`src/rtl/sas_pkg.sv`:
```
// Shared types, constants and helpers for the spectral angle similarity block.
`default_nettype none

package sas_pkg;

    localparam int DEF_N_BANDS     = 256;
    localparam int DEF_SAMPLE_BITS = 12;

    localparam int ACC_W       = 32;
    localparam int Q_FRAC_BITS = 16;
    localparam int SIM_W       = Q_FRAC_BITS + 1;
    localparam int QUEUE_DEPTH = 2;
    localparam int Q_CNT_W     = $clog2(QUEUE_DEPTH + 1);

    localparam logic [ACC_W-1:0] ACC_MAX = {ACC_W{1'b1}};
    localparam logic [SIM_W-1:0] Q_ONE   = SIM_W'(1) << Q_FRAC_BITS;

    localparam logic OP_TARGET = 1'b0;
    localparam logic OP_PIXEL  = 1'b1;

    // finished pixel sums handed from the front end to the divider
    typedef struct packed {
        logic [ACC_W-1:0] cross_sum;
        logic [ACC_W-1:0] target_energy;
        logic [ACC_W-1:0] pixel_energy;
    } t_acc_set;

    typedef enum logic [2:0] {
        BK_IDLE,
        BK_MUL_NUM,
        BK_MUL_DEN,
        BK_CMP,
        BK_DIV,
        BK_DONE
    } t_back_state;

    function automatic logic [ACC_W-1:0] sat_add(input logic [ACC_W-1:0] acc,
                                                 input logic [ACC_W-1:0] term);
        logic [ACC_W:0] sum;
        sum = {1'b0, acc} + {1'b0, term};
        return sum[ACC_W] ? ACC_MAX : sum[ACC_W-1:0];
    endfunction

endpackage

`default_nettype wire

```
`src/rtl/sas_back.sv`:
```
// Back end: products, restoring division to Q0.16 and the result register.
`default_nettype none

module sas_back import sas_pkg::*; (
    input  wire logic             i_clk,
    input  wire logic             i_rst_n,
    input  wire logic             i_q_valid,
    input  wire t_acc_set         i_q_data,
    output logic                  o_q_pop,
    input  wire logic [SIM_W-1:0] i_threshold,
    output logic                  o_out_valid,
    input  wire logic             i_out_ready,
    output logic [SIM_W-1:0]      o_similarity,
    output logic                  o_detected,
    output logic                  o_zero_energy
);

    localparam int PROD_W = 2 * ACC_W;
    localparam int STEP_W = $clog2(Q_FRAC_BITS);

    t_back_state         r_state, n_state;
    logic [ACC_W-1:0]    r_sx, r_ss, r_xx;
    logic                r_zero;
    logic [PROD_W-1:0]   r_num, r_den, r_rem;
    logic [SIM_W-1:0]    r_quot;
    logic [STEP_W-1:0]   r_step;

    logic [ACC_W-1:0]    mul_a, mul_b;
    logic [PROD_W-1:0]   mul_p;
    logic [PROD_W:0]     shifted, diff;
    logic                step_ge;
    logic                num_ge;
    logic                out_free;
    logic                load_out;

    // one shared multiplier: sx*sx first, then ss*xx
    assign mul_a = (r_state == BK_MUL_NUM) ? r_sx : r_ss;
    assign mul_b = (r_state == BK_MUL_NUM) ? r_sx : r_xx;
    assign mul_p = PROD_W'(mul_a) * PROD_W'(mul_b);

    assign num_ge  = r_num >= r_den;
    assign shifted = {r_rem, 1'b0};
    assign diff    = shifted - {1'b0, r_den};
    assign step_ge = shifted >= {1'b0, r_den};

    assign out_free = !o_out_valid || i_out_ready;

    always_comb begin
        n_state  = r_state;
        o_q_pop  = 1'b0;
        load_out = 1'b0;
        case (r_state)
            BK_IDLE: begin
                if (i_q_valid) begin
                    o_q_pop = 1'b1;
                    n_state = BK_MUL_NUM;
                end
            end
            BK_MUL_NUM: n_state = BK_MUL_DEN;
            BK_MUL_DEN: n_state = BK_CMP;
            BK_CMP: begin
                n_state = (r_zero || num_ge) ? BK_DONE : BK_DIV;
            end
            BK_DIV: begin
                if (r_step == STEP_W'(Q_FRAC_BITS - 1)) begin
                    n_state = BK_DONE;
                end
            end
            BK_DONE: begin
                if (out_free) begin
                    load_out = 1'b1;
                    n_state  = BK_IDLE;
                end
            end
            default: n_state = BK_IDLE;
        endcase
    end

    always_ff @(posedge i_clk) begin
        if (!i_rst_n) begin
            r_state <= BK_IDLE;
        end else begin
            r_state <= n_state;
        end
    end

    always_ff @(posedge i_clk) begin
        case (r_state)
            BK_IDLE: begin
                if (i_q_valid) begin
                    r_sx   <= i_q_data.cross_sum;
                    r_ss   <= i_q_data.target_energy;
                    r_xx   <= i_q_data.pixel_energy;
                    r_zero <= (i_q_data.target_energy == '0) ||
                              (i_q_data.pixel_energy == '0);
                end
            end
            BK_MUL_NUM: r_num <= mul_p;
            BK_MUL_DEN: r_den <= mul_p;
            BK_CMP: begin
                r_rem  <= r_num;
                r_step <= '0;
                if (r_zero) begin
                    r_quot <= '0;
                end else if (num_ge) begin
                    r_quot <= Q_ONE;
                end else begin
                    r_quot <= '0;
                end
            end
            BK_DIV: begin
                r_rem  <= step_ge ? diff[PROD_W-1:0] : shifted[PROD_W-1:0];
                r_quot <= {r_quot[SIM_W-2:0], step_ge};
                r_step <= r_step + STEP_W'(1);
            end
            default: begin
            end
        endcase
    end

    always_ff @(posedge i_clk) begin
        if (!i_rst_n) begin
            o_out_valid <= 1'b0;
        end else if (load_out) begin
            o_out_valid <= 1'b1;
        end else if (i_out_ready) begin
            o_out_valid <= 1'b0;
        end
    end

    always_ff @(posedge i_clk) begin
        if (load_out) begin
            o_similarity  <= r_quot;
            o_detected    <= r_quot > i_threshold;
            o_zero_energy <= r_zero;
        end
    end

endmodule

`default_nettype wire

```
`config.mk`:
```
export PLATFORM = sky130hd
export DESIGN_NAME = sas_back
export DESIGN_NICKNAME = d
export VERILOG_FILES = /design/src/rtl/sas_pkg.sv /design/src/rtl/sas_back.sv
export SDC_FILE = /design/constraint.sdc
export NUM_CORES = 2
export LEC_CHECK = 0
export ABC_AREA = 0
export BUFFER_PORTS_ARGS = -buffer_cell sky130_fd_sc_hd__buf_2
export CORE_ASPECT_RATIO = 0.7
export CORE_MARGIN = 4
export CORE_UTILIZATION = 45
export CTS_BUF_LIST = sky130_fd_sc_hd__clkbuf_4 sky130_fd_sc_hd__clkbuf_8 sky130_fd_sc_hd__clkbuf_16
export DETAILED_ROUTE_END_ITERATION = 8
export PLACE_DENSITY = 0.72
export SLEW_MARGIN = 30
export SYNTH_ARGS = -nofsm -noshare
export SYNTH_HDL_FRONTEND = slang
export SYNTH_SLANG_ARGS = --single-unit
```
`constraint.sdc`:
```
create_clock -name i_clk -period 25 [get_ports i_clk]
set_clock_uncertainty 0.15 [all_clocks]
set_input_delay 2.5 -clock i_clk [delete_from_list [all_inputs] [get_ports i_clk]]
set_output_delay 2.5 -clock i_clk [all_outputs]
set_load 0.01 [all_outputs]
```
* Word level (Yosys, flattened, before mapping)
Index checks and enable logic that the tools add are counted.
Cells by class: add/subtract/negate cells 2, multiply operators 1, div/mod/pow operators 0, order comparisons 3, equal/unequal tests 9, shift operators 0, multiplexer cells 19, bitwise gates (word level) 0, reduce and logical (&&, ||, !) cells 11
Operators with widths (count):
- 64-bit case mux with 2 select lines | 1
- 65-bit by 64-bit >= comparator with 1-bit output | 1
- 64-bit >= comparator | 1
- 32-bit logical NOT | 2
- 32-bit by 32-bit multiplier with 64-bit output | 1
- 32-bit two-way mux | 2
- 64-bit two-way mux | 1
- 64-bit subtractor | 1
- 17-bit two-way mux | 2
- 17-bit case mux with 2 select lines | 1
- 3-bit case mux with 6 select lines | 1
- 17-bit > comparator | 1
- 3-bit two-way mux | 3
- 4-bit case mux with 2 select lines | 1
- 1-bit two-way mux | 7
- 3-bit by 2-bit equality test with 1-bit output, second input constant | 2
- 3-bit equality test, second input constant | 2
- 2-bit != test, second input constant | 3
- 4-bit by 1-bit adder with 4-bit output, second input constant | 1
- 4-bit equality test, second input constant | 1
- 2-bit nonzero test | 2
- 3-bit by 1-bit equality test with 1-bit output, second input constant | 1
- 3-bit logical NOT | 1
- 1-bit logical OR | 3
- other kinds (3) | 3
Word-level totals: flip-flop bits (word level) 333, bits in latches 0, RAM bits 0, ROM bits 0, input bits 117, word-level logic and storage cells 59, memories 0

* Depth between registers and ports, before layout
depth in word-level cells 5, mapped depth 33

* Least setup slack after synthesis
No wires, ideal clock.
path kind register -> register, start point register r_state[2], end point register r_den[61], data pin, setup time 266 ps, data arrival time 9825 ps, required time 24584 ps, setup slack 14759 ps, stages on the path, launching flop included 33, path through dfxtp_1 > nor2_1 > nand2_1 > inv_1 > clkbuf_1 > nand2_1 > nand2_1 > clkbuf_1 > nand2_1 > fa_1 > inv_1 > fa_1 > inv_1 > fa_1 > fa_1 > inv_1 > fa_1 > fa_1 > fa_1 > inv_1 > fa_1 > inv_1 > ha_1 > and2_1 > and3_1 > nor2b_1 > a311o_1 > o31ai_1 > o41ai_1 > nor2_1 > o32ai_1 > a211oi_1 > xnor2_1
Between the ends: longest elaborated chain between the ends 3
RTL lines:
- start, declared | RTL line sas_back.sv:21 | t_back_state r_state, n_state;
- start signal, assigned | RTL line sas_back.sv:83 | r_state <= n_state;
- 3-bit by 1-bit equality test with 1-bit output * | RTL line sas_back.sv:37, sas_back.sv:38
- 32-bit two-way mux (on tied branches) | RTL line sas_back.sv:37, sas_back.sv:38
- 32-bit by 32-bit multiplier with 64-bit output * | RTL line sas_back.sv:39 | assign mul_p = PROD_W'(mul_a) * PROD_W'(mul_b);
- named net mul_p[61] | RTL line sas_back.sv:29 | logic [PROD_W-1:0] mul_p;
- end signal, assigned | RTL line sas_back.sv:99 | BK_MUL_DEN: r_den <= mul_p;
- end, declared | RTL line sas_back.sv:24 | logic [PROD_W-1:0] r_num, r_den, r_rem;
Mark *: on every way through the listed nets, which the timed path passes. The rest lies on a longest branch. A chain may end at the register's enable or synchronous reset.

* Worst setup path after layout
start point register r_state[2], end point register r_num[61], data pin
Between the ends: longest elaborated chain between the ends 3
RTL lines:
- 3-bit by 1-bit equality test with 1-bit output * | RTL line sas_back.sv:37, sas_back.sv:38
- 32-bit two-way mux (on tied branches) | RTL line sas_back.sv:37, sas_back.sv:38
- 32-bit by 32-bit multiplier with 64-bit output * | RTL line sas_back.sv:39
- named net mul_p[61] | RTL line sas_back.sv:29
- end signal, assigned | RTL line sas_back.sv:98 | BK_MUL_NUM: r_num <= mul_p;
- end, declared | RTL line sas_back.sv:24
Marked as above.

==> impl_metrics.yaml <==
timing:
  grt_setup_unrepaired: "false"
  post-route-period-util_pct: 45.4
  slew_headroom_pct: 27.1
  worstMarginPinSlew_ns: 1.09
  fin_setup_tns_ns: 0
  min_period_ns: 11.36
  drv_slew: 0
  setup_viol: 0
  hold_violations: 0
  fmax_mhz: 88.0
setup_path:
  rr_startpoint: "r_state[2]"
  worstPathRequired_ns: 25.18
  cp_data_arrival_time_ns: 11.54
  crit_cells: 29
  r2r_slack_ns: 13.64
  reg2reg_depth: 29
  crit_family: "adder cells"
  path_class: "register to register"
  critical_path.max_fanout: 53
  cpMostUsedCell: "fa_1"
  start_kind: "register"
  cp.buffers_inverters: 5
  cp-startpoint: "r_state[2]"
  end_kind: "register"
  cp_slowest_stage_delay_ns: 0.77
  slowest_stage: "o31ai_1"
die:
  die_h_um: 288
  die_w_um: 407
  fp.coreArea_mm2: 0.111
  dieArea_mm2: 0.117
  start_util_pct: 45.4
  rows: 102
  num_io_pins: 138
grt:
  grt_pass1_wl_um: 259000
  grt_max_degree: 70
  grt_use_total_pct: 29.6
  grt_pass1_vias: 41159
  grt-ovfl-total: 0
  antenna_found_initial: 3
hold_path:
  hold_path.class: "register to register"
  whs_path_depth: 0
  hp-start: "r_quot[8]"
layout:
  fin_area_mm2: 0.0543
  drive_above_1_share_pct: 6.80
  syn_to_final_growth_pct: 8.16
  instances_no_fill: 6926
  fin_nets: 6858
  nFillCells: 10161
placed_design:
  io_buffer_count: 137
  dpl_cell_area_mm2: 0.0530
  dpl.cell_count: 6847
  dp_hpwl_um: 137000
  gp_congestion: 1.03
yosys:
  ys_seq_area_share_pct: 19.8
  synth_seq_cells: 333
  syn_nets: 6826
  synth-edff-count: 329
  synthTopCellsByArea: "fa_1 (36%), edfxtp_1 (20%), ha_1 (10%), inv_1 (7.2%), nand2_1 (5.6%)"
  async_flop_share_pct: 0
  yosysMostFrequentCell: "inv_1"
  synth_warnings: 0
  synth_top_area_cell: "fa_1"
  postSynthCellCount: 5403
  synth_top_area_share_pct: 35.7
  avgSynthCellArea_um2: 9.30
  synth_ff_type: "edfxtp_1"
  netlist_top_cells_count: "inv_1 (967), fa_1 (897), nand2_1 (750)"
  netlist_area_mm2: 0.0502
  synth_cell_types: 72
routing:
  post_drt_via_cell_ratio: 5.81
  wl_per_cell_um: 25.0
  num_vias: 40248
  firstDrtPassIters: 8
  ant_nets: 0
  drc: 0
  drtIter0Drc: 4371
  routed_wl_um: 173000
cts:
  htreeDepth: 2
  clk_pin_slew_worst_paths_ns: 0.07
  holdBufCountCts: 0
  clock_path_buffers: 3
  cts_made_buffers: 40
  cts_setup_buffers: 0
  cts_root_buf: "clkbuf_16"
  cts_tree: "yes"
  clkSinkCount: 333
  insertion_delay_ns: 0.62
  cts_resized: 0
status:
  status: "completed"
run:
  max_cap_violations: 0
==> final timing paths <==
check	end
setup / recovery	r_num[61]
hold / removal	o_similarity[8]
setup reg to reg	r_num[61]
hold reg to reg	o_similarity[8]
==> cell usage in the layout, fill, tap and decap left out, types with 25 or more instances in the layout <==
cell type  instances
a21o_1            94
a21oi_1          229
a31oi_1           25
and3_1            67
buf_2            137
buf_4             79
clkbuf_16         41
edfxtp_1         329
fa_1             897
ha_1             409
inv_1            966
nand2_1          742
nand3_1           47
nand4_1           46
nor2_1           693
nor3_1            27
o21a_1            37
o21ai_0          131
o21bai_1          28
xnor2_1           72
xor2_1            48
==> routing by layer <==
| metal | vias up | wire (um) | global-route usage (%) |
|---|---|---|---|
| li1 | 17109 | - | - |
| met1 | 20181 | 68800 | 40.8 |
| met2 | 2527 | 69300 | 41.4 |
| met3 | 429 | 28400 | 13.7 |
| met4 | 2 | 6490 | 9.05 |
| met5 | - | 149 | 0 |
==> kinds of logic (layout without fill, tap and decap cells) <==
kind of cell	after synthesis	after routing	synth area share [%]
AO/OA/AOI/OAI	690	690	8.51
flip-flops	333	333	19.8
other	0	3	0
AND/OR/NAND/NOR	1733	1733	14.3
buffers and inverters	1204	1268	9.02
adder cells (fa/ha/maj)	1306	1306	45.9
XOR/XNOR	120	120	2.09
multiplexers	17	17	0.339
==> metrics by stage <==
stage	hold WS (ns)	utilization, %	setup slack [ns]
after floorplan	0.276	-	14.76
after CTS	0.337	49.0	13.89
after global routing	0.348	49.1	13.27
after global placement	0.310	47.7	14.11
after detailed placement	0.322	47.9	13.90
final	0.328	49.1	13.64
==> registers in the layout (all words and copies together), names as in the netlist, 3 cells and up <==
name	count
o_similarity	17
r_den	64
r_num	64
r_quot	17
r_rem	64
r_ss	32
r_state	3
r_step	4
r_sx	32
r_xx	32
==> area by class of cell <==
cell class	instances	area (um2)	share of cell area, %
diodes	3	7.51	0.0138
well taps	1456	1820	3.35
inverters	967	3630	6.69
multi-input cells	3866	36100	66.5
clock inverters	31	256	0.472
clock buffers	43	1040	1.92
flip-flops and latches	333	9960	18.3
repair buffers	227	1480	2.73
Power is not shown: default switching activity piles up to over one toggle a cycle in this logic, so the estimate is an artifact.
