===== config.mk =====
export PLATFORM = sky130hd
export DESIGN_NAME = sas_front
export DESIGN_NICKNAME = d
export VERILOG_FILES = /design/src/rtl/sas_pkg.sv /design/src/rtl/sas_ram.sv /design/src/rtl/sas_front.sv
export SDC_FILE = /design/constraint.sdc
export NUM_CORES = 2
export LEC_CHECK = 0
export ABC_CLOCK_PERIOD_IN_PS = 7300
export BUFFER_PORTS_ARGS = -buffer_cell sky130_fd_sc_hd__buf_2
export CAP_MARGIN = 0
export CELL_PAD_IN_SITES_DETAIL_PLACEMENT = 1
export CELL_PAD_IN_SITES_GLOBAL_PLACEMENT = 1
export CORE_UTILIZATION = 47
export DETAILED_ROUTE_END_ITERATION = 16
export PLACE_DENSITY_LB_ADDON = 0.1
export SYNTH_ARGS = -nofsm -noshare
export SYNTH_HDL_FRONTEND = slang
export SYNTH_SLANG_ARGS = --single-unit

===== constraint.sdc =====
create_clock -name i_clk -period 7.3 [get_ports i_clk]
set_clock_uncertainty 0.15 [all_clocks]
set_input_delay 0.365 -clock i_clk [delete_from_list [all_inputs] [get_ports i_clk]]
set_output_delay 0.365 -clock i_clk [all_outputs]
set_load 0.1 [all_outputs]

===== src/rtl/sas_pkg.sv =====
// Shared types, constants and helpers for the spectral angle similarity block.
`default_nettype none

package sas_pkg;

    localparam int DEF_N_BANDS     = 256;
    localparam int DEF_SAMPLE_BITS = 12;

    localparam int ACC_W       = 32;
    localparam int Q_FRAC_BITS = 16;
    localparam int SIM_W       = Q_FRAC_BITS + 1;
    localparam int QUEUE_DEPTH = 2;
    localparam int Q_CNT_W     = $clog2(QUEUE_DEPTH + 1);

    localparam logic [ACC_W-1:0] ACC_MAX = {ACC_W{1'b1}};
    localparam logic [SIM_W-1:0] Q_ONE   = SIM_W'(1) << Q_FRAC_BITS;

    localparam logic OP_TARGET = 1'b0;
    localparam logic OP_PIXEL  = 1'b1;

    // finished pixel sums handed from the front end to the divider
    typedef struct packed {
        logic [ACC_W-1:0] cross_sum;
        logic [ACC_W-1:0] target_energy;
        logic [ACC_W-1:0] pixel_energy;
    } t_acc_set;

    typedef enum logic [2:0] {
        BK_IDLE,
        BK_MUL_NUM,
        BK_MUL_DEN,
        BK_CMP,
        BK_DIV,
        BK_DONE
    } t_back_state;

    function automatic logic [ACC_W-1:0] sat_add(input logic [ACC_W-1:0] acc,
                                                 input logic [ACC_W-1:0] term);
        logic [ACC_W:0] sum;
        sum = {1'b0, acc} + {1'b0, term};
        return sum[ACC_W] ? ACC_MAX : sum[ACC_W-1:0];
    endfunction

endpackage

`default_nettype wire


===== src/rtl/sas_ram.sv =====
// Generic single-port-write, single-port-read RAM with registered read data.
`default_nettype none

module sas_ram #(
    parameter int WIDTH = 12,
    parameter int DEPTH = 256
) (
    input  wire logic                     i_clk,
    input  wire logic                     i_we,
    input  wire logic [$clog2(DEPTH)-1:0] i_waddr,
    input  wire logic [WIDTH-1:0]         i_wdata,
    input  wire logic [$clog2(DEPTH)-1:0] i_raddr,
    output logic      [WIDTH-1:0]         o_rdata
);

    logic [WIDTH-1:0] r_mem [DEPTH];

    always_ff @(posedge i_clk) begin
        if (i_we) begin
            r_mem[i_waddr] <= i_wdata;
        end
        o_rdata <= r_mem[i_raddr];
    end

endmodule

`default_nettype wire


===== src/rtl/sas_front.sv =====
// Front end: band counter, target store and the three saturating accumulators.
`default_nettype none

module sas_front import sas_pkg::*; #(
    parameter int N_BANDS     = DEF_N_BANDS,
    parameter int SAMPLE_BITS = DEF_SAMPLE_BITS
) (
    input  wire logic                   i_clk,
    input  wire logic                   i_rst_n,
    input  wire logic                   i_in_valid,
    output logic                        o_in_ready,
    input  wire logic                   i_op,
    input  wire logic [SAMPLE_BITS-1:0] i_sample,
    input  wire logic                   i_last,
    input  wire logic [Q_CNT_W-1:0]     i_q_count,
    output logic                        o_q_push,
    output t_acc_set                    o_q_data
);

    localparam int IDX_W  = $clog2(N_BANDS + 1);
    localparam int ADDR_W = $clog2(N_BANDS);
    localparam int SQ_W   = 2 * SAMPLE_BITS;

    logic [IDX_W-1:0]       r_band_idx;
    logic [IDX_W-1:0]       n_band_idx;
    logic                   in_range;
    logic                   accept;
    logic [SAMPLE_BITS-1:0] rd_target;

    logic                   r_s1_valid;
    logic                   r_s1_op;
    logic                   r_s1_last;
    logic                   r_s1_first;
    logic                   r_s1_in_range;
    logic [SAMPLE_BITS-1:0] r_s1_smp;
    logic [SQ_W-1:0]        r_s1_sq;

    logic [ACC_W-1:0]       r_ss, r_sx, r_xx;
    logic [ACC_W-1:0]       n_ss, n_sx, n_xx;
    logic [SQ_W-1:0]        prod;
    logic                   push_pending;

    assign in_range = r_band_idx < IDX_W'(N_BANDS);
    assign accept   = i_in_valid && o_in_ready;

    // a last pixel in stage 1 will push next edge; keep a slot for it
    assign push_pending = r_s1_valid && (r_s1_op == OP_PIXEL) && r_s1_last;
    assign o_in_ready   = ({1'b0, i_q_count} + (Q_CNT_W + 1)'(push_pending))
                          < (Q_CNT_W + 1)'(QUEUE_DEPTH);

    always_comb begin
        n_band_idx = r_band_idx;
        if (i_last) begin
            n_band_idx = '0;
        end else if (in_range) begin
            n_band_idx = r_band_idx + IDX_W'(1);
        end
    end

    sas_ram #(
        .WIDTH (SAMPLE_BITS),
        .DEPTH (N_BANDS)
    ) u_target_store (
        .i_clk   (i_clk),
        .i_we    (accept && (i_op == OP_TARGET) && in_range),
        .i_waddr (r_band_idx[ADDR_W-1:0]),
        .i_wdata (i_sample),
        .i_raddr (r_band_idx[ADDR_W-1:0]),
        .o_rdata (rd_target)
    );

    always_ff @(posedge i_clk) begin
        if (!i_rst_n) begin
            r_band_idx <= '0;
            r_s1_valid <= 1'b0;
        end else begin
            r_s1_valid <= accept;
            if (accept) begin
                r_band_idx <= n_band_idx;
            end
        end
    end

    always_ff @(posedge i_clk) begin
        if (accept) begin
            r_s1_op       <= i_op;
            r_s1_last     <= i_last;
            r_s1_first    <= (r_band_idx == '0);
            r_s1_in_range <= in_range;
            r_s1_smp      <= i_sample;
            r_s1_sq       <= SQ_W'(i_sample) * SQ_W'(i_sample);
        end
    end

    assign prod = SQ_W'(r_s1_smp) * SQ_W'(rd_target);

    always_comb begin
        n_ss = r_ss;
        n_sx = r_sx;
        n_xx = r_xx;
        if (r_s1_op == OP_TARGET) begin
            if (r_s1_first) begin
                n_ss = '0;
            end
            if (r_s1_in_range) begin
                n_ss = sat_add(n_ss, ACC_W'(r_s1_sq));
            end
        end else begin
            if (r_s1_first) begin
                n_sx = '0;
                n_xx = '0;
            end
            if (r_s1_in_range) begin
                n_sx = sat_add(n_sx, ACC_W'(prod));
                n_xx = sat_add(n_xx, ACC_W'(r_s1_sq));
            end
        end
    end

    always_ff @(posedge i_clk) begin
        if (!i_rst_n) begin
            r_ss <= '0;
            r_sx <= '0;
            r_xx <= '0;
        end else if (r_s1_valid) begin
            r_ss <= n_ss;
            r_sx <= n_sx;
            r_xx <= n_xx;
        end
    end

    assign o_q_push                = push_pending;
    assign o_q_data.cross_sum      = n_sx;
    assign o_q_data.target_energy  = n_ss;
    assign o_q_data.pixel_energy   = n_xx;

endmodule

`default_nettype wire


; Yosys cells after proc, flatten, opt, wreduce, memory -nomap -nowiden
; Memories as Yosys holds them, arrays and structs flattened. A register that Yosys moved wholly into a read port is not among the register bits.
; Cells that the tools add are included.
[word_totals]
reg_bits = 146
ramBits = 3072
out_inout_bits = 98
n_memories = 1
[memory_table]
columns = name, words, width, read_ports, rd_ports_with_merged_regs, wr, line
row1 = u_target_store.r_mem, 256, 12, 1, 1, 1, sas_ram.sv:16  ; logic [WIDTH-1:0] r_mem [DEPTH];
[classes]
n_addsub = 5
n_mul = 2
magnitude_cmp = 2
muxes = 19
bitwise_logic = 1
reduce_logical = 8
[op_table]
columns = op, count
row1 = $mux W32, 15
row2 = $add A32 B24 Y33, 3
row3 = $mul A12 B12 Y24, 2
row4 = $mux W9, 2
row5 = $add A9 B1 Y9 const B, 1
row6 = $logic_not A9 Y1, 1
row7 = $lt A9 B9 Y1 const B, 1
row8 = $logic_and A1 B1 Y1, 5
row9 = $add A2 B1 Y3, 1
row10 = $lt A3 B2 Y1 const B, 1
row11 = $mux W1, 2
row12 = $reduce_and A2 Y1, 1
row13 = $reduce_bool A2 Y1, 1
row14 = $not A1 Y1, 1

; Logic depth before layout (Yosys ltp)
[depth]
ltp_word = 9
mapped_depth = 22
ltp_nobuf = 21

; Hierarchy
; Synthesis repeated with hierarchy kept, for this count alone.
[hier_totals]
cells_unflattened = 7929
area_unflattened_um2 = 138295.1
[modules_own_cells]
columns = module, n_inst, cells_each, area_each_um2
row1 = sas_ram, 1, 5506, 118632.5
row2 = sas_front, 1, 2423, 19662.6

; Worst setup path after synthesis
; No wires, ideal clock.
[synth_path]
path_kind = flip-flop to output port
start = reg r_s1_first
end = out o_q_data[78] (netlist name)
t_arrival_ps = 7800
required_time_ps = 6785
slack_ps = -1015
stages_incl_launch_ff = 22
path_cell_list = edfxtp_1 > clkbuf_1 > clkbuf_1 > clkbuf_1 > clkbuf_1 > nor2b_1 > fa_1 > fa_1 > fa_1 > inv_1 > fa_1 > inv_1 > ha_1 > nand4_1 > or2_2 > a21boi_0 > a311o_1 > o211ai_2 > a21boi_2 > clkbuf_1 > nor2_1 > o21ai_0
[synth_rtl]
columns = item, line
row1 = from (decl), sas_front.sv:33  ; logic r_s1_first;
row2 = from (signal assigned), sas_front.sv:88  ; r_s1_first <= (r_band_idx == '0);
row3 = to (decl), sas_front.sv:17  ; output t_acc_set o_q_data

==> run_results.csv <==
group,metric,value,unit
setup_path,endpoint_kind,"primary output",
drt,viasPerCell,6.145,
setup_path,critPathMaxStageDelay,0.51,ns
floorplanning,die_h,542.8,um
floorplanning,io_pins,117,
setup_path,r2r_end,"r_sx[27]",
synth,synthFlopType,"edfxtp_1",
floorplanning,fp-row-count,198,
clock_network,clk_pin_slew_worst_paths,0.06,ns
synth,syn_inst,7218,
timing,fmax,0.1380,GHz
synth,mappedNetlistNets,7616,
setup_path,crit_required,6.78,ns
timing,finalHoldViolCount,0,
drt,drt-wirelength-per-cell,33.52,um
synth,yosysWarnings,0,
setup_path,worstReg2RegStart,"r_s1_smp[7]",
synth,ys_ff_latch,3228,
setup_path,cp_top_family,"adder cells",
clock_network,htreeDepth,5,
power,p_sw_share,28.17,%
min_path,hold_class,"primary input to flip-flop",
synth,synthArstFlopShare,0,%
placed_design,place.gp.congestion,0.8971,
min_path,min_to,"r_band_idx[8]",
clock_network,cts_buffers,344,
drt,wl,398200,um
timing,period_minus_slack,7.248,ns
drt,dr.pass1.iters,5,
clock_network,worstSkewPairLatency,0.95,ns
setup_path,arrival,6.73,ns
timing,rsz0062_at_grt,"true",
finish,syn2layout_area_growth,14.09,%
placed_design,hpwl,250400,um
power,clockPowerShare,36.4,%
placed_design,port_buffers,116,
finish,drive_gt1_share,27.22,%
timing,tightest_slew,1.275,ns
finish,multi_input_area,39550,um2
timing,holdWs,0.1469,ns
timing,tns,0,ns
floorplanning,start_util,47.26,%
power,p_leak,50.65,nW
min_path,holdPathStages,5,
timing,finalSetupViolCount,0,
floorplanning,coreArea,290800,um2
power,power.switching,13.25,mW
drt,drt_iter0_markers,8179,
run,max_cap_violations,0,
power,seqPwrFrac,43.9,%
drt,drt.antenna.violating_nets,0,
power,max-vdd-ir-drop,1237,uV
power,pwr-share-comb,19.6,%
power,powerDensity,299.9,nW/um2
clock_network,cts.path.max_buffers,4,
power,p_int,33.78,mW
global_route,grt-ovfl-total,0,
synth,ys_seq_area_share,69.67,%
global_route,grt_pass1_vias,75325,
clock_network,cts_tree,"yes",
setup_path,slowest_stage,"fa_1",
drt,drcViolationCount,0,
timing,slew_violations,0,
synth,synth_edf_count,3110,
finish,fill_cells,25758,
synth,synth_cell_types,85,
global_route,track_usage,27.09,%
drt,routed-via-count,72992,
setup_path,worstPathMaxFanout,6,
synth,syn_area,137400,um2
min_path,min_from,"i_q_count[1]",
synth,syn_avg_cell_area,19.04,um2
timing,relSlewSlack,15.00,%
global_route,grt_max_degree,174,
global_route,antenna_found_initial,32,
timing,fin_crit_sh,99.29,%
setup_path,critPathKind,"flip-flop to primary output",
setup_path,worstRegToRegCells,22,
global_route,grt_pass1_wl,564900,um
setup_path,crit_top_cell,"fa_1",
setup_path,start_kind,"flip-flop",
outcome,outcome,"completed",
floorplanning,die_w,542.8,um
setup_path,r2r_slack,1.15,ns
finish,nets,8095,
finish,seq_area,95780,um2
setup_path,cp_cell_sequence,"buf_6 > and2_4 > fa_1 > inv_1 > fa_1 > inv_1 > fa_1 > inv_2 > fa_1 > fa_1 > inv_2 > ha_4 > a21oi_4 > a32o_2 > a31oi_4 > a311o_1 > o211ai_4 > a21oi_2 > a21o_1 > or3_1 > o221a_4 > buf_12",
setup_path,crit_buf_inv,6,
clock_network,cts-root-buf,"clkbuf_16",
floorplanning,dieArea,294600,um2
clock_network,cts_sinks,3228,
-- registers in the layout, summed over array words and instances, names as in the netlist --
| name | cells |
|---|---|
| u_target_store.r_mem | 3072 |
| r_s1_smp | 12 |
| u_target_store.o_rdata | 12 |
| r_sx | 32 |
| r_band_idx | 9 |
| r_xx | 32 |
| r_s1_valid | 1 |
| r_s1_sq | 22 |
| r_s1_in_range | 1 |
| r_s1_last | 1 |
| r_s1_op | 1 |
| r_s1_first | 1 |
| r_ss | 32 |
-- power groups by stage --
stage	Clock [mW]	Combinational, mW	Sequential (mW)
floorplan	0	5.89	20.9
global placement	0	8.37	21.0
detailed placement	0	8.49	21.0
CTS	17.4	9.01	20.6
global route	18.0	9.98	20.6
finish	17.1	9.24	20.7
-- per-layer routing --
layer	track usage [%]	routed length [um]	vias to the layer above
met3	4.162	28080	511
li1	-	-	29867
met1	40.03	173000	39797
met5	0	65	-
met2	42.52	187300	2807
met4	6.545	9770	10
-- worst max path at each step --
stage / startpoint / to / slack, ns / cells past startpoint
after detailed placement: r_s1_smp[4] / o_q_data[95] / 0.30 / 20
after global placement: r_s1_smp[4] / o_q_data[95] / 0.43 / 20
final: r_s1_smp[7] / o_q_data[93] / 0.05 / 22
after CTS: r_s1_smp[6] / o_q_data[91] / -0.06 / 23
after floorplan: r_s1_first / o_q_data[78] / -0.26 / 21
after global routing: r_s1_smp[7] / o_q_data[91] / -0.15 / 23
-- tightest hold or removal path, cell delays in order --
cell and delay [ns]:
buf_2 0.08, a21oi_1 0.04, nand2_1 0.42, or4_1 0.20, a21oi_1 0.05
-- stage by stage --
step	std cells	worst slack, ns	area [um2]	util [%]	power, mW
finish	11879	0.05184	156800	53.91	47.03
global route	11873	-0.1537	156800	53.91	48.63
CTS	11859	-0.06285	156500	53.80	47.08
detailed placement	11188	0.3022	144800	49.79	29.53
global placement	11188	0.4347	144800	49.79	29.41
floorplan	7218	-0.2588	137500	-	26.79
-- kinds of logic after synthesis --
kind of cell             Yosys count  synth area share [%]
flip-flops                      3228                 69.67
AND/OR/NAND/NOR                 1159                 3.833
multiplexers                     999                 16.07
buffers and inverters            700                 2.158
AO/OA/AOI/OAI                    666                 3.161
adder cells (fa/ha/maj)          379                 4.554
XOR/XNOR                          87                0.5544
-- final cells by class --
type                       count  area share, %
sequential                  3228          61.08
multi-input combinational   3290          25.22
clock buffer                 425          5.811
tap                         3900          3.112
timing repair buffer         505          2.826
clock inverter               196          1.151
inverter                     328         0.7852
antenna                        7        0.01117
-- placed cells by master (no fill, tap or decap), types with 44 or more instances in the layout --
cell,count
edfxtp_1,3110
mux4_2,964
clkbuf_16,352
buf_4,342
nand2_1,327
nor2_1,326
inv_1,320
fa_1,201
ha_1,164
a21oi_1,149
o21ai_0,142
and2_1,121
dfxtp_1,105
nor2_2,88
clkinv_1,78
nor2b_1,77
buf_2,72
clkbuf_1,70
xnor2_1,61
clkinv_2,59
buf_12,52
nor3_1,48
nand3_1,46
a22oi_1,45
a21o_1,44
-- Yosys cell counts (7+ instances only) --
cell          n  area, um2
edfxtp_1   3110      93390
mux4_2      964      21710
nor2_1      418       1569
nand2_1     338       1269
inv_1       326       1224
clkbuf_1    217      814.5
fa_1        202       4044
ha_1        177       2215
a21oi_1     163      815.8
o21ai_0     152      760.7
and2_1      126      788.3
dfxtp_1     118       2362
nor2b_1      79      494.2
buf_2        63      315.3
xnor2_1      61      534.3
nor3_1       57      285.3
nand3_1      46      230.2
a22oi_1      45      337.8
a21o_1       44      330.3
buf_1        39      146.4
buf_4        37      277.8
a31oi_1      28      175.2
xor2_1       26      227.7
mux2_2       23      259.0
o22ai_1      21      131.4
o21a_1       20      150.1
a211oi_1     19      142.6
a22o_1       18      157.7
nand4_1      18      112.6
and3_1       17      106.4
o31ai_1      17      127.6
buf_6        16      180.2
or3_1        14      87.58
mux2i_1      12      120.1
nand2b_1     12      75.07
o211ai_1     12      90.09
o2bb2ai_1    12      105.1
o21ai_1      10      50.05
or2_2        10      62.56
a32oi_1       9      78.83
nor4_1        9      56.30
a21boi_0      7      52.55
-- timing repair --
item                                    in CTS  in global routing
resized for setup                           74                 48
endpoints found under the hold margin      487                  0
hold buffers                                17                  0
pin swaps                                   29                 36
buffers inserted                            33                 13
endpoints found under the setup margin      32                 50
Power figures use the tool's default switching activity.
