[src/rtl/sas_pkg.sv]
// Shared types, constants and helpers for the spectral angle similarity block.
`default_nettype none

package sas_pkg;

    localparam int DEF_N_BANDS     = 256;
    localparam int DEF_SAMPLE_BITS = 12;

    localparam int ACC_W       = 32;
    localparam int Q_FRAC_BITS = 16;
    localparam int SIM_W       = Q_FRAC_BITS + 1;
    localparam int QUEUE_DEPTH = 2;
    localparam int Q_CNT_W     = $clog2(QUEUE_DEPTH + 1);

    localparam logic [ACC_W-1:0] ACC_MAX = {ACC_W{1'b1}};
    localparam logic [SIM_W-1:0] Q_ONE   = SIM_W'(1) << Q_FRAC_BITS;

    localparam logic OP_TARGET = 1'b0;
    localparam logic OP_PIXEL  = 1'b1;

    // finished pixel sums handed from the front end to the divider
    typedef struct packed {
        logic [ACC_W-1:0] cross_sum;
        logic [ACC_W-1:0] target_energy;
        logic [ACC_W-1:0] pixel_energy;
    } t_acc_set;

    typedef enum logic [2:0] {
        BK_IDLE,
        BK_MUL_NUM,
        BK_MUL_DEN,
        BK_CMP,
        BK_DIV,
        BK_DONE
    } t_back_state;

    function automatic logic [ACC_W-1:0] sat_add(input logic [ACC_W-1:0] acc,
                                                 input logic [ACC_W-1:0] term);
        logic [ACC_W:0] sum;
        sum = {1'b0, acc} + {1'b0, term};
        return sum[ACC_W] ? ACC_MAX : sum[ACC_W-1:0];
    endfunction

endpackage

`default_nettype wire

[src/rtl/sas_queue.sv]
// Short request queue between the accumulating front end and the divider.
`default_nettype none

module sas_queue import sas_pkg::*; (
    input  wire logic           i_clk,
    input  wire logic           i_rst_n,
    input  wire logic           i_push,
    input  wire t_acc_set       i_data,
    input  wire logic           i_pop,
    output logic                o_valid,
    output t_acc_set            o_data,
    output logic [Q_CNT_W-1:0]  o_count
);

    localparam int PTR_W = (QUEUE_DEPTH > 1) ? $clog2(QUEUE_DEPTH) : 1;

    t_acc_set           r_data [QUEUE_DEPTH];
    logic [PTR_W-1:0]   r_wr_ptr, r_rd_ptr;
    logic [Q_CNT_W-1:0] r_count;
    logic               do_pop;

    function automatic logic [PTR_W-1:0] ptr_inc(input logic [PTR_W-1:0] p);
        return (p == PTR_W'(QUEUE_DEPTH - 1)) ? '0 : p + PTR_W'(1);
    endfunction

    assign do_pop  = i_pop && (r_count != '0);
    assign o_valid = (r_count != '0);
    assign o_data  = r_data[r_rd_ptr];
    assign o_count = r_count;

    always_ff @(posedge i_clk) begin
        if (!i_rst_n) begin
            r_wr_ptr <= '0;
            r_rd_ptr <= '0;
            r_count  <= '0;
        end else begin
            if (i_push) begin
                r_wr_ptr <= ptr_inc(r_wr_ptr);
            end
            if (do_pop) begin
                r_rd_ptr <= ptr_inc(r_rd_ptr);
            end
            if (i_push && !do_pop) begin
                r_count <= r_count + Q_CNT_W'(1);
            end else if (!i_push && do_pop) begin
                r_count <= r_count - Q_CNT_W'(1);
            end
        end
    end

    always_ff @(posedge i_clk) begin
        if (i_push) begin
            r_data[r_wr_ptr] <= i_data;
        end
    end

endmodule

`default_nettype wire

[config.mk]
export PLATFORM = sky130hd
export DESIGN_NAME = sas_queue
export DESIGN_NICKNAME = d
export VERILOG_FILES = /design/src/rtl/sas_pkg.sv /design/src/rtl/sas_queue.sv
export SDC_FILE = /design/constraint.sdc
export NUM_CORES = 1
export LEC_CHECK = 0
export BUFFER_PORTS_ARGS = -buffer_cell sky130_fd_sc_hd__buf_2
export CORE_MARGIN = 2
export CORE_UTILIZATION = 40
export DETAILED_ROUTE_END_ITERATION = 10
export GPL_ROUTABILITY_DRIVEN = 0
export GPL_TIMING_DRIVEN = 0
export PLACE_DENSITY = 0.66
export SETUP_SLACK_MARGIN = 0.02
export SLEW_MARGIN = 15
export SYNTH_ARGS = -nofsm -noshare
export SYNTH_HDL_FRONTEND = slang
export SYNTH_SLANG_ARGS = --single-unit
[constraint.sdc]
create_clock -name i_clk -period 5.02 [get_ports i_clk]
set_input_delay 0.502 -clock i_clk [delete_from_list [all_inputs] [get_ports i_clk]]
set_output_delay 0.502 -clock i_clk [all_outputs]
set_load 0.01 [all_outputs]
# Yosys cells after proc, flatten, opt, wreduce, memory -nomap -nowiden
# Memory sizes are Yosys's and may differ from the RTL's. A register that Yosys moved wholly into a read port is not among the register bits.
# Index checks and enable logic that the tools add are counted.
# W data, S select, Z words.
[classes]
n_addsub = 4
n_mux = 8
n_reduce_logical = 7
[op_table]
columns = ["operator", "n"]
rows = [
  ["$mux W1", 6],
  ["$mux W2", 2],
  ["$reduce_bool A2 Y1", 2],
  ["$logic_and A1 B1 Y1", 3],
  ["$add A1 B1 Y1 const B", 2],
  ["$add A2 B1 Y2 const B", 1],
  ["$logic_not A1 Y1", 2],
  ["$sub A2 B1 Y2 const B", 1],
]
[word_totals]
ff_bits = 4
mem_bits_rw = 192
inputBits = 100
out_inout_bits = 99
word_cells = 23
mem_count = 1
[memory_table]
columns = ["name", "words", "word_bits", "rd", "rd_clocked_by_memory_dff", "write_ports", "line", "text"]
rows = [
  ["r_data", 2, 96, 1, 1, 1, "sas_queue.sv:17", "t_acc_set r_data [QUEUE_DEPTH];"],
]

# Logic depth before layout (Yosys ltp)
# Gate-level depths: netlist (run 1).
[depth]
depth_word = 5
mapped_depth = 5
mapped_depth_nobuf = 5

# Worst setup path before layout (run 1)
# No wires, ideal clock.
[synth_timing]
kind = "input to register"
startpoint = "in i_push"
endpoint = "mem r_data[0][0] in the netlist's numbering, enable pin"
setup_time_ps = 563
t_arrival_ps = 4714
required_time_ps = 4457
setup_slack_ps = -258
path_stages = 1
n_path_buf = 0
path_cell_list = "nor2b_1"
[synth_between]
elab_chain_cells = 2
[synth_rtl]
columns = ["element", "line", "text"]
rows = [
  ["from (decl)", "sas_queue.sv:7", "input wire logic i_push,"],
  ["$mux W1", "sas_queue.sv:52", "if (i_push) begin"],
  ["$mux W1 (implied by the code)", "sas_queue.sv:53", "r_data[r_wr_ptr] <= i_data;"],
  ["to (decl)", "sas_queue.sv:17", ""],
]
# Every way passes these cells.

==> results.yml, run 1 <==
pwr:
  p_sw_frac: 0.249
  p_switching_mw: 1.11
  pwr-share-seq: 0.437
  clockPowerShare: 0.317
  peakVddDrop_v: 0.000226
  p_per_area_nw_per_um2: 473
  combPwrFrac: 0.246
  p_leak_nw: 3.60
  p_int_mw: 3.34
logic_synthesis:
  synth_nets: 421
  ys_seq_area_frac: 0.799
  synth_cells: 320
  synth-main-ff-cell: "edfxtp_1"
  ys_async_sr_fraction: 0
  synth_cell_types: 19
  synthesis.area_sq_um: 7340
  avgSynthCellArea_sq_um: 22.9
  synth_enable_flop_cells: 192
  yosysWarningCount: 0
  ys_seq_elements: 197
final_layout:
  mostFrequentLayoutCell: "buf_2"
  final_cell_mix: "buf_2, edfxtp_1, mux2_2"
  final_core_util: 0.522
  multi_input_area_sq_um: 1360
  area_growth_syn_to_layout_pct: 27.8
  drive_above_1_share: 0.615
  nFillCells: 1459
  final-seq-area_sq_um: 5870
  fin_nets: 644
clock_tree:
  cts.sinks: 197
  cts-htree-levels: 4
  hold_buffers: 0
  post_cts_buffers: 0
  cts_root_buf: "clkbuf_16"
  cts_made_buffers: 17
  cts_resized: 0
  clkTransAtPathRegs_ns: 0.07
  cts_tree: "built"
  clk_latency_ns: 0.42
  clock_path_buffers: 2
timing:
  hold_viol_final: 0
  setup_tns_ns: 0
  fmax_mhz: 457
  min_period_ns: 2.19
  setup_violations: 0
  timing.final.crit_share: 0.436
  skew_ns: 0.00838
  finalMaxSlewViolations: 0
  rsz0062_at_grt: "false"
  max_slew_margin: 0.637
  hold_slack_ns: 0.265
  worst_pin_slew_ns: 0.544
job:
  drv_cap: 0
floorplanning:
  die_area_sq_um: 19500
  core_area_sq_um: 18000
  fp-row-count: 49
  initial_utilization: 0.409
  ios: 199
  die_h_um: 139
  die_w_um: 139
run_status:
  status: "finished clean"
detailed_routing:
  drc: 0
  drt-vias-per-instance: 4.67
  vias: 3673
  post_drt_wl_per_cell_um: 17.2
  drt-total-wl_mm: 13.5
  drt-initial-drc-count: 153
  antenna_left: 0
  firstDrtPassIters: 4
global_route:
  grt_pass1_wl_mm: 20.3
  grt_overflow: 0
  grt_max_degree: 36
  grt_util_all_layers: 0.137
  antenna_found_initial: 1
  grt_pass1_vias: 3922
worst_setup_path:
  start_kind: "flip-flop"
  r2r_end: "r_data[0][12]$_DFFE_PP_"
  crit_fanout: 10
  crit_path_end_kind: "output port"
  r2r_slack_ns: 3.49
  reg2regPathDepth: 3
  r2r-start: "r_wr_ptr$_SDFFE_PN0P_"
  critPathKind: "reg2out"
  cp-endpoint: "o_data[16]"
  crit_arrival_ns: 1.69
  critPathRequiredTime_ns: 4.52
min_path:
  hold_path.class: "in2reg"
placement:
  port_buffers: 198
  hpwl_mm: 9.42
-- kinds of logic after synthesis --
kind of cell	Yosys count	share of synthesized area
DFF	197	0.799
muxes	96	0.168
buffers and inverters	11	0.0179
and+or+nand+nor	8	0.00682
AOI/OAI and AO/OA	4	0.00341
xor gates and xnor gates	3	0.00358
adders and majority gates	1	0.00170
-- power groups by stage --
stage | combinational (mW) | clock [mW] | sequential, mW
after floorplan | 0.733 | 0 | 1.98
after global placement | 1.08 | 0 | 1.98
after detailed placement | 1.11 | 0 | 1.98
after CTS | 1.12 | 1.45 | 1.94
after global routing | 1.17 | 1.51 | 1.95
final | 1.09 | 1.41 | 1.94
-- state kept, by name, summed over array words and instances, names as in the netlist, named ones only --
name	cells
r_wr_ptr	1
r_rd_ptr	1
r_data	192
o_count	2
-- per-stage QoR --
step,setup WS [ns],cell area [sq um],instances,power [mW]
2_1_floorplan,1.56,7340,320,2.71
3_3_place_gp,0.0689,8620,747,3.07
3_5_place_dp,3.15,8770,753,3.09
4_1_cts,2.77,9380,785,4.52
5_1_grt,2.74,9380,785,4.63
6_report,2.83,9390,786,4.44
-- worst min-delay path by stage --
stage                                  from                      end  slack, ns  cells after the start
finish                           i_data[38]  r_data[0][38]$_DFFE_PP_       0.27                      1
global route                     i_data[38]  r_data[0][38]$_DFFE_PP_       0.25                      1
CTS                              i_data[40]  r_data[0][40]$_DFFE_PP_       0.25                      1
detailed placement  o_count[1]$_SDFFE_PN0P_  o_count[1]$_SDFFE_PN0P_       0.56                      2
global placement    o_count[1]$_SDFFE_PN0P_  o_count[1]$_SDFFE_PN0P_       0.50                      2
floorplan           o_count[1]$_SDFFE_PN0P_  o_count[1]$_SDFFE_PN0P_       0.52                      2
-- synth_stat cells (2+ instances only) --
cell type    n  area share
and2_1       4      0.0034
buf_12       4       0.011
buf_2        5      0.0034
dfxtp_1      5       0.014
edfxtp_1   192        0.79
mux2_2      56       0.086
mux2_4      40       0.082
nor2b_1      2      0.0017
xnor2_1      2      0.0024
-- per-layer routing --
layer	global-route usage	wire length (um)	share of wire
met1	0.154	5480	0.41
met2	0.241	6970	0.52
met5	0	0	0
met3	0.0427	794	0.059
met4	0.0574	240	0.018
-- layout make-up --
class                           instances  share of cell area
Sequential cell                       197               0.625
Tap cell                              229              0.0305
Antenna cell                            1            0.000267
Buffer                                 11              0.0140
Clock inverter                         12              0.0185
Timing Repair Buffer                  204               0.121
Multi-Input combinational cell        112               0.144
Clock buffer                           20              0.0465
-- critical path, cell delays in order, from the launching register on --
cell,delay [ns]
dfxtp_1,0.33
buf_6,0.12
buf_2,0.29
mux2_2,0.39
buf_2,0.14
(Power assumes the default switching activity.)
==> inputs of run 2 (changes only) <==
--- a/config.mk
+++ b/config.mk
@@ -5,6 +5,7 @@
 export SDC_FILE = /design/constraint.sdc
 export NUM_CORES = 1
 export LEC_CHECK = 0
+export ABC_AREA = 1
 export BUFFER_PORTS_ARGS = -buffer_cell sky130_fd_sc_hd__buf_2
 export CORE_MARGIN = 2
 export CORE_UTILIZATION = 40
==> constraint.sdc (replaced) <==
create_clock -name i_clk -period 2 [get_ports i_clk]
set_input_delay 0.2 -clock i_clk [delete_from_list [all_inputs] [get_ports i_clk]]
set_output_delay 0.2 -clock i_clk [all_outputs]
set_load 0.01 [all_outputs]
==> results.yml, run 2 <==
logic_synthesis:
  ys_seq_area_frac: 0.797
  synthesis.area_sq_um: 7360
  yosysTopAreaCell: "edfxtp_1"
  ys_async_sr_fraction: 0
  synth_cell_types: 17
  ys_seq_elements: 197
  yosysMostFrequentCell: "edfxtp_1"
  synth_cells: 334
  synth_nets: 435
  synth_top_cell_area_share: 0.783
  synthTopCellsByArea: "edfxtp_1, mux2_2, mux2_4"
  synth-main-ff-cell: "edfxtp_1"
  yosys-top-cells-count: "edfxtp_1, mux2_2, mux2_4, nand2_1, inv_1"
  avgSynthCellArea_sq_um: 22.0
  synth_enable_flop_cells: 192
  yosysWarningCount: 0
min_path:
  hold_depth: 3
  hold_path.class: "in2reg"
clock_tree:
  clock_path_buffers: 2
  cts_tree: "built"
  clkTransAtPathRegs_ns: 0.08
  cts-htree-levels: 4
  cts_made_buffers: 17
  clk_latency_ns: 0.43
  cts_root_buf: "clkbuf_16"
  cts.sinks: 197
pwr:
  p_leak_nw: 4.04
  p_per_area_nw_per_um2: 952
  peakVddDrop_v: 0.000638
  totalPowerFinal_mw: 9.87
worst_setup_path:
  slowest_delay_ns: 0.33
  crit_arrival_ns: 1.70
  start_kind: "flip-flop"
  critPathRequiredTime_ns: 1.80
  path_cells: "buf_6, buf_8, buf_12, mux2_4, buf_2"
  crit_path_end_kind: "output port"
  critPathKind: "reg2out"
  crit_fanout: 10
  reg2regPathDepth: 3
  critical-path-slowest-cell: "dfxtp_1"
detailed_routing:
  drc: 0
  firstDrtPassIters: 4
  antenna_left: 0
  drt-total-wl_mm: 14.6
  vias: 4156
  post_drt_wl_per_cell_um: 16.3
  drt-initial-drc-count: 268
  drt-vias-per-instance: 4.64
timing:
  finalMaxSlewViolations: 0
  hold_viol_final: 0
  rsz0062_at_grt: "false"
  worst_pin_slew_ns: 0.662
  fmax_mhz: 527
  skew_ns: 0.0103
  setup_violations: 0
  max_slew_margin: 0.558
  timing.final.crit_share: 0.949
  min_period_ns: 1.90
final_layout:
  final_cells: 896
  area_growth_syn_to_layout_pct: 40.9
  mostFrequentLayoutCell: "buf_2"
  largest_reg_flops: 192
  drive_above_1_share: 0.520
  fin_nets: 755
  final_cell_mix: "buf_2, edfxtp_1, dlygate4sd3_1"
  top_register: "r_data"
  antenna_cells: 0
floorplanning:
  die_w_um: 140
  initial_utilization: 0.408
  die_h_um: 140
  core_area_sq_um: 18000
  ios: 199
  die_area_sq_um: 19500
  fp-row-count: 49
global_route:
  grt_pass1_wl_mm: 22.8
  antenna_found_initial: 0
  grt_util_all_layers: 0.150
  grt_max_degree: 37
  grt_overflow: 0
  grt_pass1_vias: 4424
job:
  drv_cap: 0
placement:
  port_buffers: 198
  place_inst: 767
  hpwl_mm: 9.48
run_status:
  status: "finished clean"
-- run 2: cell types whose count changed after synthesis, sizes merged, moves of 2 or more --
cell,previous run,this run
nand2,0,9
nor2,0,7
and2,4,0
nor2b,2,0
inv,0,8
xnor2,2,0
-- run 2: layout make-up --
type / instances / area [sq um]
Buffer: 11 / 134
Clock buffer: 17 / 425
Tap cell: 229 / 287
Inverter: 8 / 33.8
Multi-Input combinational cell: 118 / 1340
Timing Repair Buffer: 301 / 2100
Sequential cell: 197 / 5870
Fill cell: 1401 / 7650
Clock inverter: 15 / 185
-- run 2: kinds of logic after synthesis --
logic type / synth area share
fa+ha+maj: 0.00170
buf+inv: 0.0219
mux: 0.167
flops: 0.797
compound gates: 0.00238
simple gates: 0.00969
-- run 2: repair_timing --
| action | 4_1_cts | 5_1_grt |
|---|---|---|
| endpoints found under the setup margin | 0 | 9 |
| setup buffers | 0 | 0 |
| endpoints found under the hold margin | 193 | 0 |
| resized for setup | 0 | 1 |
| hold buffers | 97 | 0 |
-- run 2: power by group --
part	internal [mW]	leakage (nW)	total, mW	switching [mW]
Sequential	4.78	1.84	4.84	0.0595
Clock	1.91	0.298	3.51	1.61
Combinational	0.823	1.90	1.52	0.696
-- run 2: critical path: cells and delay by family (launching register included) --
family | cells | cell delay [ns]
buffers and inverters | 4 | 0.63
flip-flops | 1 | 0.33
multiplexers | 1 | 0.31
-- run 2: through the flow --
stage / area [sq um] / setup slack, ns / hold WS (ns) / util / setup TNS, ns
floorplan: 7370 / -0.202 / 0.299 / - / -33.95
global placement: 8650 / -1.02 / 0.387 / 0.480 / -189.53
detailed placement: 8790 / 0.196 / 0.391 / 0.488 / 0
CTS: 10400 / 0.0231 / 0.0310 / 0.575 / 0
global route: 10400 / 0.0311 / 0.0443 / 0.575 / 0
finish: 10400 / 0.101 / 0.0472 / 0.575 / 0
-- run 2: final timing paths --
path                          from                      end  slack, ns
max reg2reg  r_wr_ptr$_SDFFE_PN0P_  r_data[1][65]$_DFFE_PP_       0.30
max                      flip-flop               o_data[49]       0.10
min reg2reg  r_rd_ptr$_SDFFE_PN0P_    r_rd_ptr$_SDFFE_PN0P_       0.52
min                         i_push    r_wr_ptr$_SDFFE_PN0P_       0.05
-- run 2: layer usage --
layer / global-route usage / share of wire / vias to the layer above
met5: 0 / 0 / -
met4: 0.0332 / 0.0081 / 0
met3: 0.0533 / 0.063 / 10
met2: 0.264 / 0.50 / 138
met1: 0.179 / 0.42 / 2057
li1: - / - / 1951
